===== config.mk =====
export PLATFORM = sky130hd
export DESIGN_NAME = keyed_lock_table
export DESIGN_NICKNAME = d
export VERILOG_FILES = /design/src/klt_pkg.sv /design/src/keyed_lock_table.sv /design/src/klt_ram.sv /design/src/klt_engine.sv
export SDC_FILE = /design/constraint.sdc
export NUM_CORES = 1
export LEC_CHECK = 0
export BUFFER_PORTS_ARGS = -buffer_cell sky130_fd_sc_hd__buf_4
export CAP_MARGIN = 20
export CELL_PAD_IN_SITES_DETAIL_PLACEMENT = 1
export CELL_PAD_IN_SITES_GLOBAL_PLACEMENT = 2
export CORE_MARGIN = 8
export CORE_UTILIZATION = 40
export DETAILED_ROUTE_END_ITERATION = 10
export PLACE_DENSITY_LB_ADDON = 0.1
export REMOVE_ABC_BUFFERS = 1
export SLEW_MARGIN = 20
export SYNTH_ARGS = -nofsm -noshare
export SYNTH_HDL_FRONTEND = slang
export SYNTH_SLANG_ARGS = --single-unit

===== constraint.sdc =====
create_clock -name clk -period 4.4 [get_ports clk]
set_clock_uncertainty 0.1 [all_clocks]
set_input_delay 1.1 -clock clk [delete_from_list [all_inputs] [get_ports clk]]
set_output_delay 1.1 -clock clk [all_outputs]
set_load 0.02 [all_outputs]

===== src/klt_pkg.sv =====
// Shared types and constants for the keyed lock table.
`default_nettype none

package klt_pkg;

    localparam int ID_W      = 31;
    localparam int CNT_W     = 8;
    localparam int SLOT_W    = 4;
    localparam int STATUS_W  = 3;
    localparam int SLOTS_DEF = 16;

    localparam logic [CNT_W-1:0] CNT_MAX = {CNT_W{1'b1}};
    localparam logic [CNT_W-1:0] CNT_ONE = CNT_W'(1);

    typedef enum logic [STATUS_W-1:0] {
        STAT_GRANTED  = 3'd0,
        STAT_QUEUED   = 3'd1,
        STAT_FULL     = 3'd2,
        STAT_HANDED   = 3'd3,
        STAT_RELEASED = 3'd4,
        STAT_NOTFOUND = 3'd5
    } status_t;

    typedef enum logic {
        CMD_LOCK   = 1'b0,
        CMD_UNLOCK = 1'b1
    } cmd_t;

    typedef enum logic [1:0] {
        S_IDLE,
        S_SCAN,
        S_UPDATE,
        S_DONE
    } state_t;

    typedef struct packed {
        cmd_t            command;
        logic [ID_W-1:0] lock_id;
    } req_t;

    typedef struct packed {
        logic [CNT_W-1:0]  waiters_left;
        logic [SLOT_W-1:0] slot;
        status_t           status;
    } res_t;

endpackage

`default_nettype wire


===== src/keyed_lock_table.sv =====
// Top level of the keyed lock table: stream ports and result register.
`default_nettype none

// Lock manager over SLOTS table entries keyed by a nonzero 31-bit lock id. Each request
// locks or unlocks one id and yields exactly one response. A request with id 0 is answered
// without a scan; any other request scans the slot memory one entry per cycle until the id is
// found or the table ends, then writes back; the slot memory has a single read port. One
// request is in work at a time, and the next request is taken while a finished response
// still waits in the output register. Reset frees every entry at once; no clearing pass.
module keyed_lock_table #(
    parameter int SLOTS = klt_pkg::SLOTS_DEF
) (
    input  wire logic        clk,
    input  wire logic        rst_n,
    input  wire logic        s_tvalid,
    output logic             s_tready,
    input  wire logic [31:0] s_tdata,   // [30:0] lock_id, [31] zero
    input  wire logic        s_tuser,   // [0] command
    output logic             m_tvalid,
    input  wire logic        m_tready,
    output logic      [15:0] m_tdata    // [2:0] status, [6:3] slot, [14:7] waiters_left, [15] zero
);

    klt_pkg::req_t req;
    klt_pkg::res_t res;
    klt_pkg::res_t out_reg;
    logic          out_valid_reg;
    logic          res_valid;
    logic          res_ready;

    assign req.command = klt_pkg::cmd_t'(s_tuser);
    assign req.lock_id = s_tdata[klt_pkg::ID_W-1:0];

    klt_engine #(
        .SLOTS (SLOTS)
    ) u_engine (
        .clk       (clk),
        .rst_n     (rst_n),
        .req_valid (s_tvalid),
        .req_ready (s_tready),
        .req       (req),
        .res_valid (res_valid),
        .res_ready (res_ready),
        .res       (res)
    );

    assign res_ready = !out_valid_reg || m_tready;

    always_ff @(posedge clk or negedge rst_n)
    begin
        if (!rst_n)
        begin
            out_valid_reg <= 1'b0;
        end
        else if (res_ready)
        begin
            out_valid_reg <= res_valid;
        end
    end

    always_ff @(posedge clk)
    begin
        if (res_ready && res_valid)
        begin
            out_reg <= res;
        end
    end

    assign m_tvalid = out_valid_reg;
    assign m_tdata  = {1'b0, out_reg};

endmodule

`default_nettype wire


===== src/klt_ram.sv =====
// Generic single-port-write, registered-read RAM.
`default_nettype none

module klt_ram #(
    parameter int WIDTH = 8,
    parameter int DEPTH = 16
) (
    input  wire logic                                      clk,
    input  wire logic                                      we,
    input  wire logic [((DEPTH > 1) ? $clog2(DEPTH) : 1)-1:0] waddr,
    input  wire logic [WIDTH-1:0]                          wdata,
    input  wire logic                                      re,
    input  wire logic [((DEPTH > 1) ? $clog2(DEPTH) : 1)-1:0] raddr,
    output logic      [WIDTH-1:0]                          rdata
);

    logic [WIDTH-1:0] mem [DEPTH];

    always_ff @(posedge clk)
    begin
        if (we)
        begin
            mem[waddr] <= wdata;
        end
        if (re)
        begin
            rdata <= mem[raddr];
        end
    end

endmodule

`default_nettype wire


===== src/klt_engine.sv =====
// Request sequencer: table scan, read-modify-write of the slot memory, busy flags.
`default_nettype none

module klt_engine #(
    parameter int SLOTS = klt_pkg::SLOTS_DEF
) (
    input  wire logic          clk,
    input  wire logic          rst_n,
    input  wire logic          req_valid,
    output logic               req_ready,
    input  wire klt_pkg::req_t req,
    output logic               res_valid,
    input  wire logic          res_ready,
    output klt_pkg::res_t      res
);

    localparam int IW = (SLOTS > 1) ? $clog2(SLOTS) : 1;
    localparam int DW = klt_pkg::ID_W + klt_pkg::CNT_W;
    localparam logic [IW-1:0] LAST_IDX = IW'(SLOTS - 1);

    klt_pkg::state_t state_reg, state_next;
    klt_pkg::req_t   req_reg;
    klt_pkg::res_t   res_reg, res_next;

    logic [IW-1:0]             scan_idx_reg;
    logic                      issue_reg;
    logic                      cmp_valid_reg;
    logic [IW-1:0]             cmp_idx_reg;
    logic                      hit_reg;
    logic [IW-1:0]             hit_idx_reg;
    logic [klt_pkg::CNT_W-1:0] hit_cnt_reg;
    logic                      free_found_reg;
    logic [IW-1:0]             free_idx_reg;
    logic [SLOTS-1:0]          busy_reg, busy_next;

    logic                      ram_we;
    logic [IW-1:0]             ram_waddr;
    logic [DW-1:0]             ram_wdata;
    logic                      ram_re;
    logic [DW-1:0]             ram_rdata;
    logic [klt_pkg::ID_W-1:0]  rd_key;
    logic [klt_pkg::CNT_W-1:0] rd_cnt;
    logic                      cmp_match;
    logic                      cmp_last;
    logic                      zero_id;

    klt_ram #(
        .WIDTH (DW),
        .DEPTH (SLOTS)
    ) u_ram (
        .clk   (clk),
        .we    (ram_we),
        .waddr (ram_waddr),
        .wdata (ram_wdata),
        .re    (ram_re),
        .raddr (scan_idx_reg),
        .rdata (ram_rdata)
    );

    assign rd_key    = ram_rdata[DW-1:klt_pkg::CNT_W];
    assign rd_cnt    = ram_rdata[klt_pkg::CNT_W-1:0];
    assign cmp_match = cmp_valid_reg && busy_reg[cmp_idx_reg] && (rd_key == req_reg.lock_id);
    assign cmp_last  = cmp_valid_reg && (cmp_idx_reg == LAST_IDX);
    assign zero_id   = (req.lock_id == '0);

    always_comb
    begin
        state_next = state_reg;
        case (state_reg)
            klt_pkg::S_IDLE:
            begin
                if (req_valid)
                begin
                    state_next = zero_id ? klt_pkg::S_DONE : klt_pkg::S_SCAN;
                end
            end
            klt_pkg::S_SCAN:
            begin
                if (cmp_match || cmp_last)
                begin
                    state_next = klt_pkg::S_UPDATE;
                end
            end
            klt_pkg::S_UPDATE:
            begin
                state_next = klt_pkg::S_DONE;
            end
            klt_pkg::S_DONE:
            begin
                if (res_ready)
                begin
                    state_next = klt_pkg::S_IDLE;
                end
            end
            default:
            begin
                state_next = klt_pkg::S_IDLE;
            end
        endcase
    end

    always_comb
    begin
        req_ready = (state_reg == klt_pkg::S_IDLE);
        res_valid = (state_reg == klt_pkg::S_DONE);
        ram_re    = (state_reg == klt_pkg::S_SCAN) && issue_reg;
        res       = res_reg;
    end

    always_comb
    begin
        ram_we    = 1'b0;
        ram_waddr = hit_idx_reg;
        ram_wdata = {req_reg.lock_id, hit_cnt_reg};
        busy_next = busy_reg;
        res_next  = res_reg;
        if (state_reg == klt_pkg::S_IDLE)
        begin
            res_next.status       = klt_pkg::STAT_NOTFOUND;
            res_next.slot         = '0;
            res_next.waiters_left = '0;
        end
        else if (state_reg == klt_pkg::S_UPDATE)
        begin
            res_next.status       = klt_pkg::STAT_NOTFOUND;
            res_next.slot         = '0;
            res_next.waiters_left = '0;
            if (req_reg.command == klt_pkg::CMD_LOCK)
            begin
                if (hit_reg)
                begin
                    res_next.slot = klt_pkg::SLOT_W'(hit_idx_reg);
                    if (hit_cnt_reg == klt_pkg::CNT_MAX)
                    begin
                        res_next.status       = klt_pkg::STAT_FULL;
                        res_next.waiters_left = hit_cnt_reg;
                    end
                    else
                    begin
                        ram_we                = 1'b1;
                        ram_wdata             = {req_reg.lock_id, hit_cnt_reg + klt_pkg::CNT_ONE};
                        res_next.status       = klt_pkg::STAT_QUEUED;
                        res_next.waiters_left = hit_cnt_reg + klt_pkg::CNT_ONE;
                    end
                end
                else if (free_found_reg)
                begin
                    ram_we                  = 1'b1;
                    ram_waddr               = free_idx_reg;
                    ram_wdata               = {req_reg.lock_id, klt_pkg::CNT_ONE};
                    busy_next[free_idx_reg] = 1'b1;
                    res_next.status         = klt_pkg::STAT_GRANTED;
                    res_next.slot           = klt_pkg::SLOT_W'(free_idx_reg);
                    res_next.waiters_left   = klt_pkg::CNT_ONE;
                end
                else
                begin
                    res_next.status = klt_pkg::STAT_FULL;
                end
            end
            else if (hit_reg)
            begin
                res_next.slot = klt_pkg::SLOT_W'(hit_idx_reg);
                if (hit_cnt_reg > klt_pkg::CNT_ONE)
                begin
                    ram_we                = 1'b1;
                    ram_wdata             = {req_reg.lock_id, hit_cnt_reg - klt_pkg::CNT_ONE};
                    res_next.status       = klt_pkg::STAT_HANDED;
                    res_next.waiters_left = hit_cnt_reg - klt_pkg::CNT_ONE;
                end
                else
                begin
                    busy_next[hit_idx_reg] = 1'b0;
                    res_next.status        = klt_pkg::STAT_RELEASED;
                end
            end
        end
    end

    always_ff @(posedge clk or negedge rst_n)
    begin
        if (!rst_n)
        begin
            state_reg      <= klt_pkg::S_IDLE;
            busy_reg       <= '0;
            issue_reg      <= 1'b0;
            cmp_valid_reg  <= 1'b0;
            hit_reg        <= 1'b0;
            free_found_reg <= 1'b0;
        end
        else
        begin
            state_reg <= state_next;
            busy_reg  <= busy_next;
            if (state_reg == klt_pkg::S_IDLE)
            begin
                issue_reg      <= 1'b1;
                cmp_valid_reg  <= 1'b0;
                hit_reg        <= 1'b0;
                free_found_reg <= 1'b0;
            end
            else if (state_reg == klt_pkg::S_SCAN)
            begin
                cmp_valid_reg <= issue_reg;
                if (scan_idx_reg == LAST_IDX)
                begin
                    issue_reg <= 1'b0;
                end
                if (cmp_match)
                begin
                    hit_reg <= 1'b1;
                end
                if (cmp_valid_reg && !busy_reg[cmp_idx_reg] && !free_found_reg)
                begin
                    free_found_reg <= 1'b1;
                end
            end
        end
    end

    always_ff @(posedge clk)
    begin
        res_reg <= res_next;
        if (state_reg == klt_pkg::S_IDLE)
        begin
            req_reg      <= req;
            scan_idx_reg <= '0;
        end
        else if (state_reg == klt_pkg::S_SCAN)
        begin
            cmp_idx_reg <= scan_idx_reg;
            if (issue_reg && (scan_idx_reg != LAST_IDX))
            begin
                scan_idx_reg <= scan_idx_reg + IW'(1);
            end
            if (cmp_match)
            begin
                hit_idx_reg <= cmp_idx_reg;
                hit_cnt_reg <= rd_cnt;
            end
            if (cmp_valid_reg && !busy_reg[cmp_idx_reg] && !free_found_reg)
            begin
                free_idx_reg <= cmp_idx_reg;
            end
        end
    end

endmodule

`default_nettype wire

-- After elaboration in Yosys (flattened, before gate mapping)
Memories as Yosys holds them, arrays and structs flattened. A register that Yosys moved wholly into a read port is not among the register bits.
Index checks and enable logic that the tools add are counted.
- register bits after elaboration: 109
- bits in writable memories: 624
- input port bits: 37
- output and inout port bits: 18
- memories kept: 1
- add/sub/neg operators: 3
- magnitude comparators: 6
- equal/unequal tests: 14
- mux-type cells: 59
- bitwise gates (word level): 4
- reduce and logical (&&, ||, !) cells: 31
- memory list (name ; depth ; bits a word ; rd ports ; clocked after memory_dff ; wr ports ; line ; source):
    u_engine.u_ram.mem ; 16 ; 39 ; 1 ; 1 ; 1 ; klt_ram.sv:17 ; logic [WIDTH-1:0] mem [DEPTH];
- operator list (kind ; count):
    16-bit two-way mux ; 5
    8-bit two-way mux ; 10
    15-bit two-way mux ; 3
    31-bit == test ; 1
    31-bit zero test ; 1
    1-bit two-way mux ; 24
    4-bit two-way mux ; 5
    16-bit bitwise AND ; 1
    16-bit inverter ; 1
    16-bit OR ; 1
    4-bit by 5-bit less-than comparator with 1-bit output (second input constant) ; 3
    2-bit two-way mux ; 6
    1-bit logical AND ; 10
    2-bit AND reduction ; 5
    2-bit nonzero test ; 5
    3-bit AND reduction ; 3
    8-bit by 1-bit adder with 8-bit output (second input constant) ; 1
    1-bit demux with 4-bit select ; 2
    4-bit == test (second input constant) ; 2
    8-bit == test (second input constant) ; 1
    4-bit by 1-bit >= comparator with 1-bit output (second input constant) ; 2
    8-bit by 1-bit > comparator with 1-bit output (second input constant) ; 1
    2-bit one-hot mux with 4 select lines ; 1
    8-bit by 1-bit subtractor with 8-bit output (second input constant) ; 1
    14 further kinds ; 22

-- Logic depth before layout (Yosys ltp)
- depth in word-level cells: 9
- depth in mapped cells: 10
- depth with buffers taken out: 9

-- Hierarchy
A second synthesis with hierarchy kept.
- cell total of the unflattened synthesis: 1450
- area, all modules: 29614.7 µm²
- modules (own cells, without submodules) (module ; instances ; cells each ; area an instance (µm²) ; sequential area each (µm²)):
    klt_ram ; 1 ; 1014 ; 24576.1 ; 19909.1
    klt_engine ; 1 ; 415 ; 4523.1 ; 2492.4
    keyed_lock_table ; 1 ; 21 ; 515.5 ; 475.5

-- Least setup slack after synthesis
No wires, ideal clock.
- path type: register to register
- from: register u_engine.state_reg[0]
- to: memory u_engine.u_ram.mem[7][0] in the netlist's numbering (enable)
- arrival: 4311 ps
- slack: -446 ps
- cell stages (with the launch flop): 8
- path buffers: 0
- cells stage by stage: dfrtp_1 -> inv_1 -> ha_1 -> and2b_1 -> nand2_1 -> a21boi_4 -> or4_4 -> nor2_1
- elaborated cells between the ends (all ways): 8
- classes of those cells: eq/ne: 1; mux: 6; reduce/logical: 1
- RTL lines (element ; line ; source):
    start: declaration ; klt_engine.sv:21 ; klt_pkg::state_t state_reg, state_next;
    start signal: assignment ; klt_engine.sv:184 ; state_reg <= klt_pkg::S_IDLE;
    start signal: assignment ; klt_engine.sv:193 ; state_reg <= state_next;
    2-bit zero test (*) ; n/a ;
    net s_tready ; keyed_lock_table.sv:16 ; output logic s_tready,
    1-bit two-way mux ; klt_engine.sv:117 ; if (state_reg == klt_pkg::S_IDLE)
    1-bit two-way mux ; klt_ram.sv:21 ; if (we)
    1-bit two-way mux (implied by the code) ; klt_ram.sv:23 ; mem[waddr] <= wdata;
    end: declaration ; klt_ram.sv:17 ;
Mark *: on every way through the listed nets, which the timed path passes. The rest lies on a longest branch.

-- Final worst setup path
- from: register u_engine.hit_cnt_reg[0] in the netlist's numbering
- to: memory u_engine.u_ram.mem[9][22] in the netlist's numbering (enable)
- word-level cells in the longest chain between the ends: 8
- elaborated cells between the ends (all ways): 11
- classes of those cells: order compare: 1; eq/ne: 1; mux: 9
- ends and longest elaborated chain (element ; line ; source):
    start: declaration ; klt_engine.sv:31 ; logic [klt_pkg::CNT_W-1:0] hit_cnt_reg;
    start signal: assignment ; klt_engine.sv:239 ; hit_cnt_reg <= rd_cnt;
    8-bit by 1-bit > comparator with 1-bit output / 8-bit == test (equally long branches) ; klt_engine.sv:164, klt_engine.sv:133 ;
    1-bit two-way mux, on equally long branches ; klt_engine.sv:164, klt_engine.sv:133 ;
    1-bit two-way mux, on equally long branches ; klt_engine.sv:161, klt_engine.sv:130 ;
    1-bit two-way mux (*) ; klt_engine.sv:128 ; if (req_reg.command == klt_pkg::CMD_LOCK)
    1-bit two-way mux (*) ; klt_engine.sv:123 ; else if (state_reg == klt_pkg::S_UPDATE)
    1-bit two-way mux (*) ; klt_engine.sv:117 ;
    1-bit two-way mux (*) ; klt_ram.sv:21 ;
    1-bit two-way mux (implied by the code) (*) ; klt_ram.sv:23 ;
Every way passes the cells marked *; elsewhere a longest branch is shown, timed or not.

==> reports/results.txt <==
Final HPWL DP - 37900 um
initial antenna violation count - 1
Peak Freq - 0.292 GHz
crit-path max FO - 39
CP required - 4.57 ns
Routed Antenna Nets - 0
Design Power - 19.4 mW
met2 usage - 0.296
pwr dens - 567 mW/mm^2
Post-Syn Area per Cell - 21.8 sq um
Final Worst Setup Slack - 0.975 ns
H-Tree Depth - 3
first-pass GRT wire length - 105000 um
num ports - 55
status - finished, final reports clean
worst slew pin tran - 1.04 ns
Die X - 288 um
WP data arrival - 3.60 ns
crit-path cells - inv_1, ha_1, or2_1, a31oi_1, o21ai_1, nor2_1, nand3b_1, nor2_4, buf_12
Die Area - 0.0831 sq mm
Synth area leaders - edfxtp_1, mux4_2, dfrtp_1
commonest non-fill, non-tap cell in the layout - edfxtp_1
post-layout min period - 3.43 ns
max FFs per register - 624
Worst-path clk slew - 0.06 ns
ratio of cells with drive above 1 in the final layout - 0.283
Clock Sinks - 772
First DRT Iteration DRCs - 1215
Yosys Warn Count - 0
Hold WS - 0.300 ns
Detailed Routing Iterations Pass 1 - 7
Buf+Inv Stages, Crit Path - 2
share of the synthesized area in the top cell type - 0.739
synthesized flop and latch total - 772
Avg Vias per Cell - 5.49
final WL - 71900 um
PortBufs - 52
critical path class - flip-flop to flip-flop
dpl ws - 0.935 ns
worst skew pair latency - 0.63 ns
Post-synth top flop - edfxtp_1
GR Layer Usage met1 - 0.237
vias in the first global route - 15000
Rows - 100
via count - 13800
Die Y - 288 um
core area - 0.0739 sq mm
Slew HR - 0.304
Worst path slowest cell - edfxtp_1
worst min path class - primary input to asynchronous set/reset pin
Nets - 1520
Post-synth EDFFs - 730
P_leak - 10.6 nW
RSZ-0062 raised after global routing - false
area leader, netlist - edfxtp_1
post-layout util - 0.463
n_diodes - 0
largest net degree at the start of global routing - 71
crit-path leading delay family - simple AND/OR/NAND/NOR gates
Clk Tree Root Cell - clkbuf_16
GP Congestion - 0.754
final setup fails - 0
Routed WL per cell - 28.7 um
Max clock buf depth - 3
Post-CTS Setup Bufs - 0
most frequent cells in the layout - edfxtp_1, mux4_2, clkbuf_16, buf_4, nand2_1
Initial Utilization - 0.401
Pins Over Slew Limit - 0
Fin. Hold Viols - 0
Total GRT Usage - 0.175
Final Cycle Share - 0.778
grt ovf - 0
CP Capture Type - flip-flop
Crit path largest cell delay - 0.54 ns
area grow syn2layout - 15.5%
Critical Path Source Type - flip-flop
synthesized cell area - 0.0296 sq mm
grt peak-use layer - met2
worst vdd ir - 0.306 mV
post-synthesis async set-or-reset flop share - 0.0298
post-cts resize count - 0
register area share after synthesis - 0.772
met3 usage - 0.0257
hold-fix buffers at CTS - 0
CTS tree - built
total of max-cap violations - 0
residual DRC count - 0
post-synthesis cell type count - 57
Synth Instances - 1359
cts bufs inserted - 85
==> final timing paths <==
kind                                         startpoint  depth (start not counted)  slack, ns                   endpoint
worst max-delay path            u_engine.hit_cnt_reg[0]                          9       0.97  u_engine.u_ram.mem[9][22]
worst min-delay path                              rst_n                          1       0.30                   m_tvalid
worst max register to register  u_engine.hit_cnt_reg[0]                          9       0.97  u_engine.u_ram.mem[9][22]
worst min register to register  u_engine.u_ram.rdata[4]                          0       0.32    u_engine.hit_cnt_reg[4]
max in group asynchronous                         rst_n                          1       3.64      u_engine.busy_reg[12]
min in group clk                u_engine.u_ram.rdata[4]                          0       0.32    u_engine.hit_cnt_reg[4]
==> kinds of logic (layout without fill, tap and decap cells) <==
logic type                 Yosys count  count (layout)  share of synthesized area
DFF                                772             772                      0.772
xor gates and xnor gates            40              40                     0.0118
AOI/OAI and AO/OA                   88              88                     0.0187
and+or+nand+nor                    170             170                     0.0285
buffers and inverters               73             253                     0.0119
muxes                              206             206                      0.154
other                                1               1                   0.000126
adders and majority gates            9               9                    0.00380
==> Yosys cell counts (3+ instances only) <==
master,n
a21oi_1,20
a22oi_1,3
a31oi_1,6
and2_1,4
and3_1,5
buf_1,6
buf_2,8
buf_4,14
clkbuf_1,30
dfrtp_1,23
dfxtp_1,19
edfxtp_1,730
ha_1,9
inv_1,13
mux2i_1,7
mux4_2,199
nand2_1,47
nand2b_1,5
nand3_1,11
nand3b_1,4
nand4_1,11
nor2_1,47
nor2b_1,6
nor3_1,4
nor4_1,12
o21ai_0,30
o21ai_1,3
o22ai_1,4
o31ai_1,3
xnor2_1,37
xor2_1,3
==> power breakdown <==
part / internal, mW / switching, mW / leakage (nW) / total (mW)
clock network: 3.95 / 2.85 / 1.30 / 6.80
logic: 1.37 / 1.49 / 2.30 / 2.86
registers: 9.04 / 0.695 / 7.01 / 9.74
==> cell type report <==
type / count / area (sq um)
well taps: 969 / 1210
multi-input cells: 514 / 6540
clock buffers: 104 / 2230
flip-flops and latches: 772 / 22900
repair buffers: 88 / 911
clock inverters: 48 / 415
inverters: 13 / 48.8
fillers: 6651 / 39700
==> routing by layer <==
layer	up-vias	share of wire
met1	7505	0.44
li1	5889	-
met4	0	0.023
met2	278	0.50
met5	-	0
met3	104	0.033
==> through the flow <==
stage / instances / instance area (sq um) / TNS [ns]
after detailed placement: 2356 / 31600 / 0
after global placement: 2356 / 31600 / 0
after global routing: 2508 / 34200 / 0
final: 2508 / 34200 / 0
after CTS: 2508 / 34200 / 0
after floorplan: 1299 / 29300 / -521.79
No activity file was read; power rests on OpenSTA's default activity.
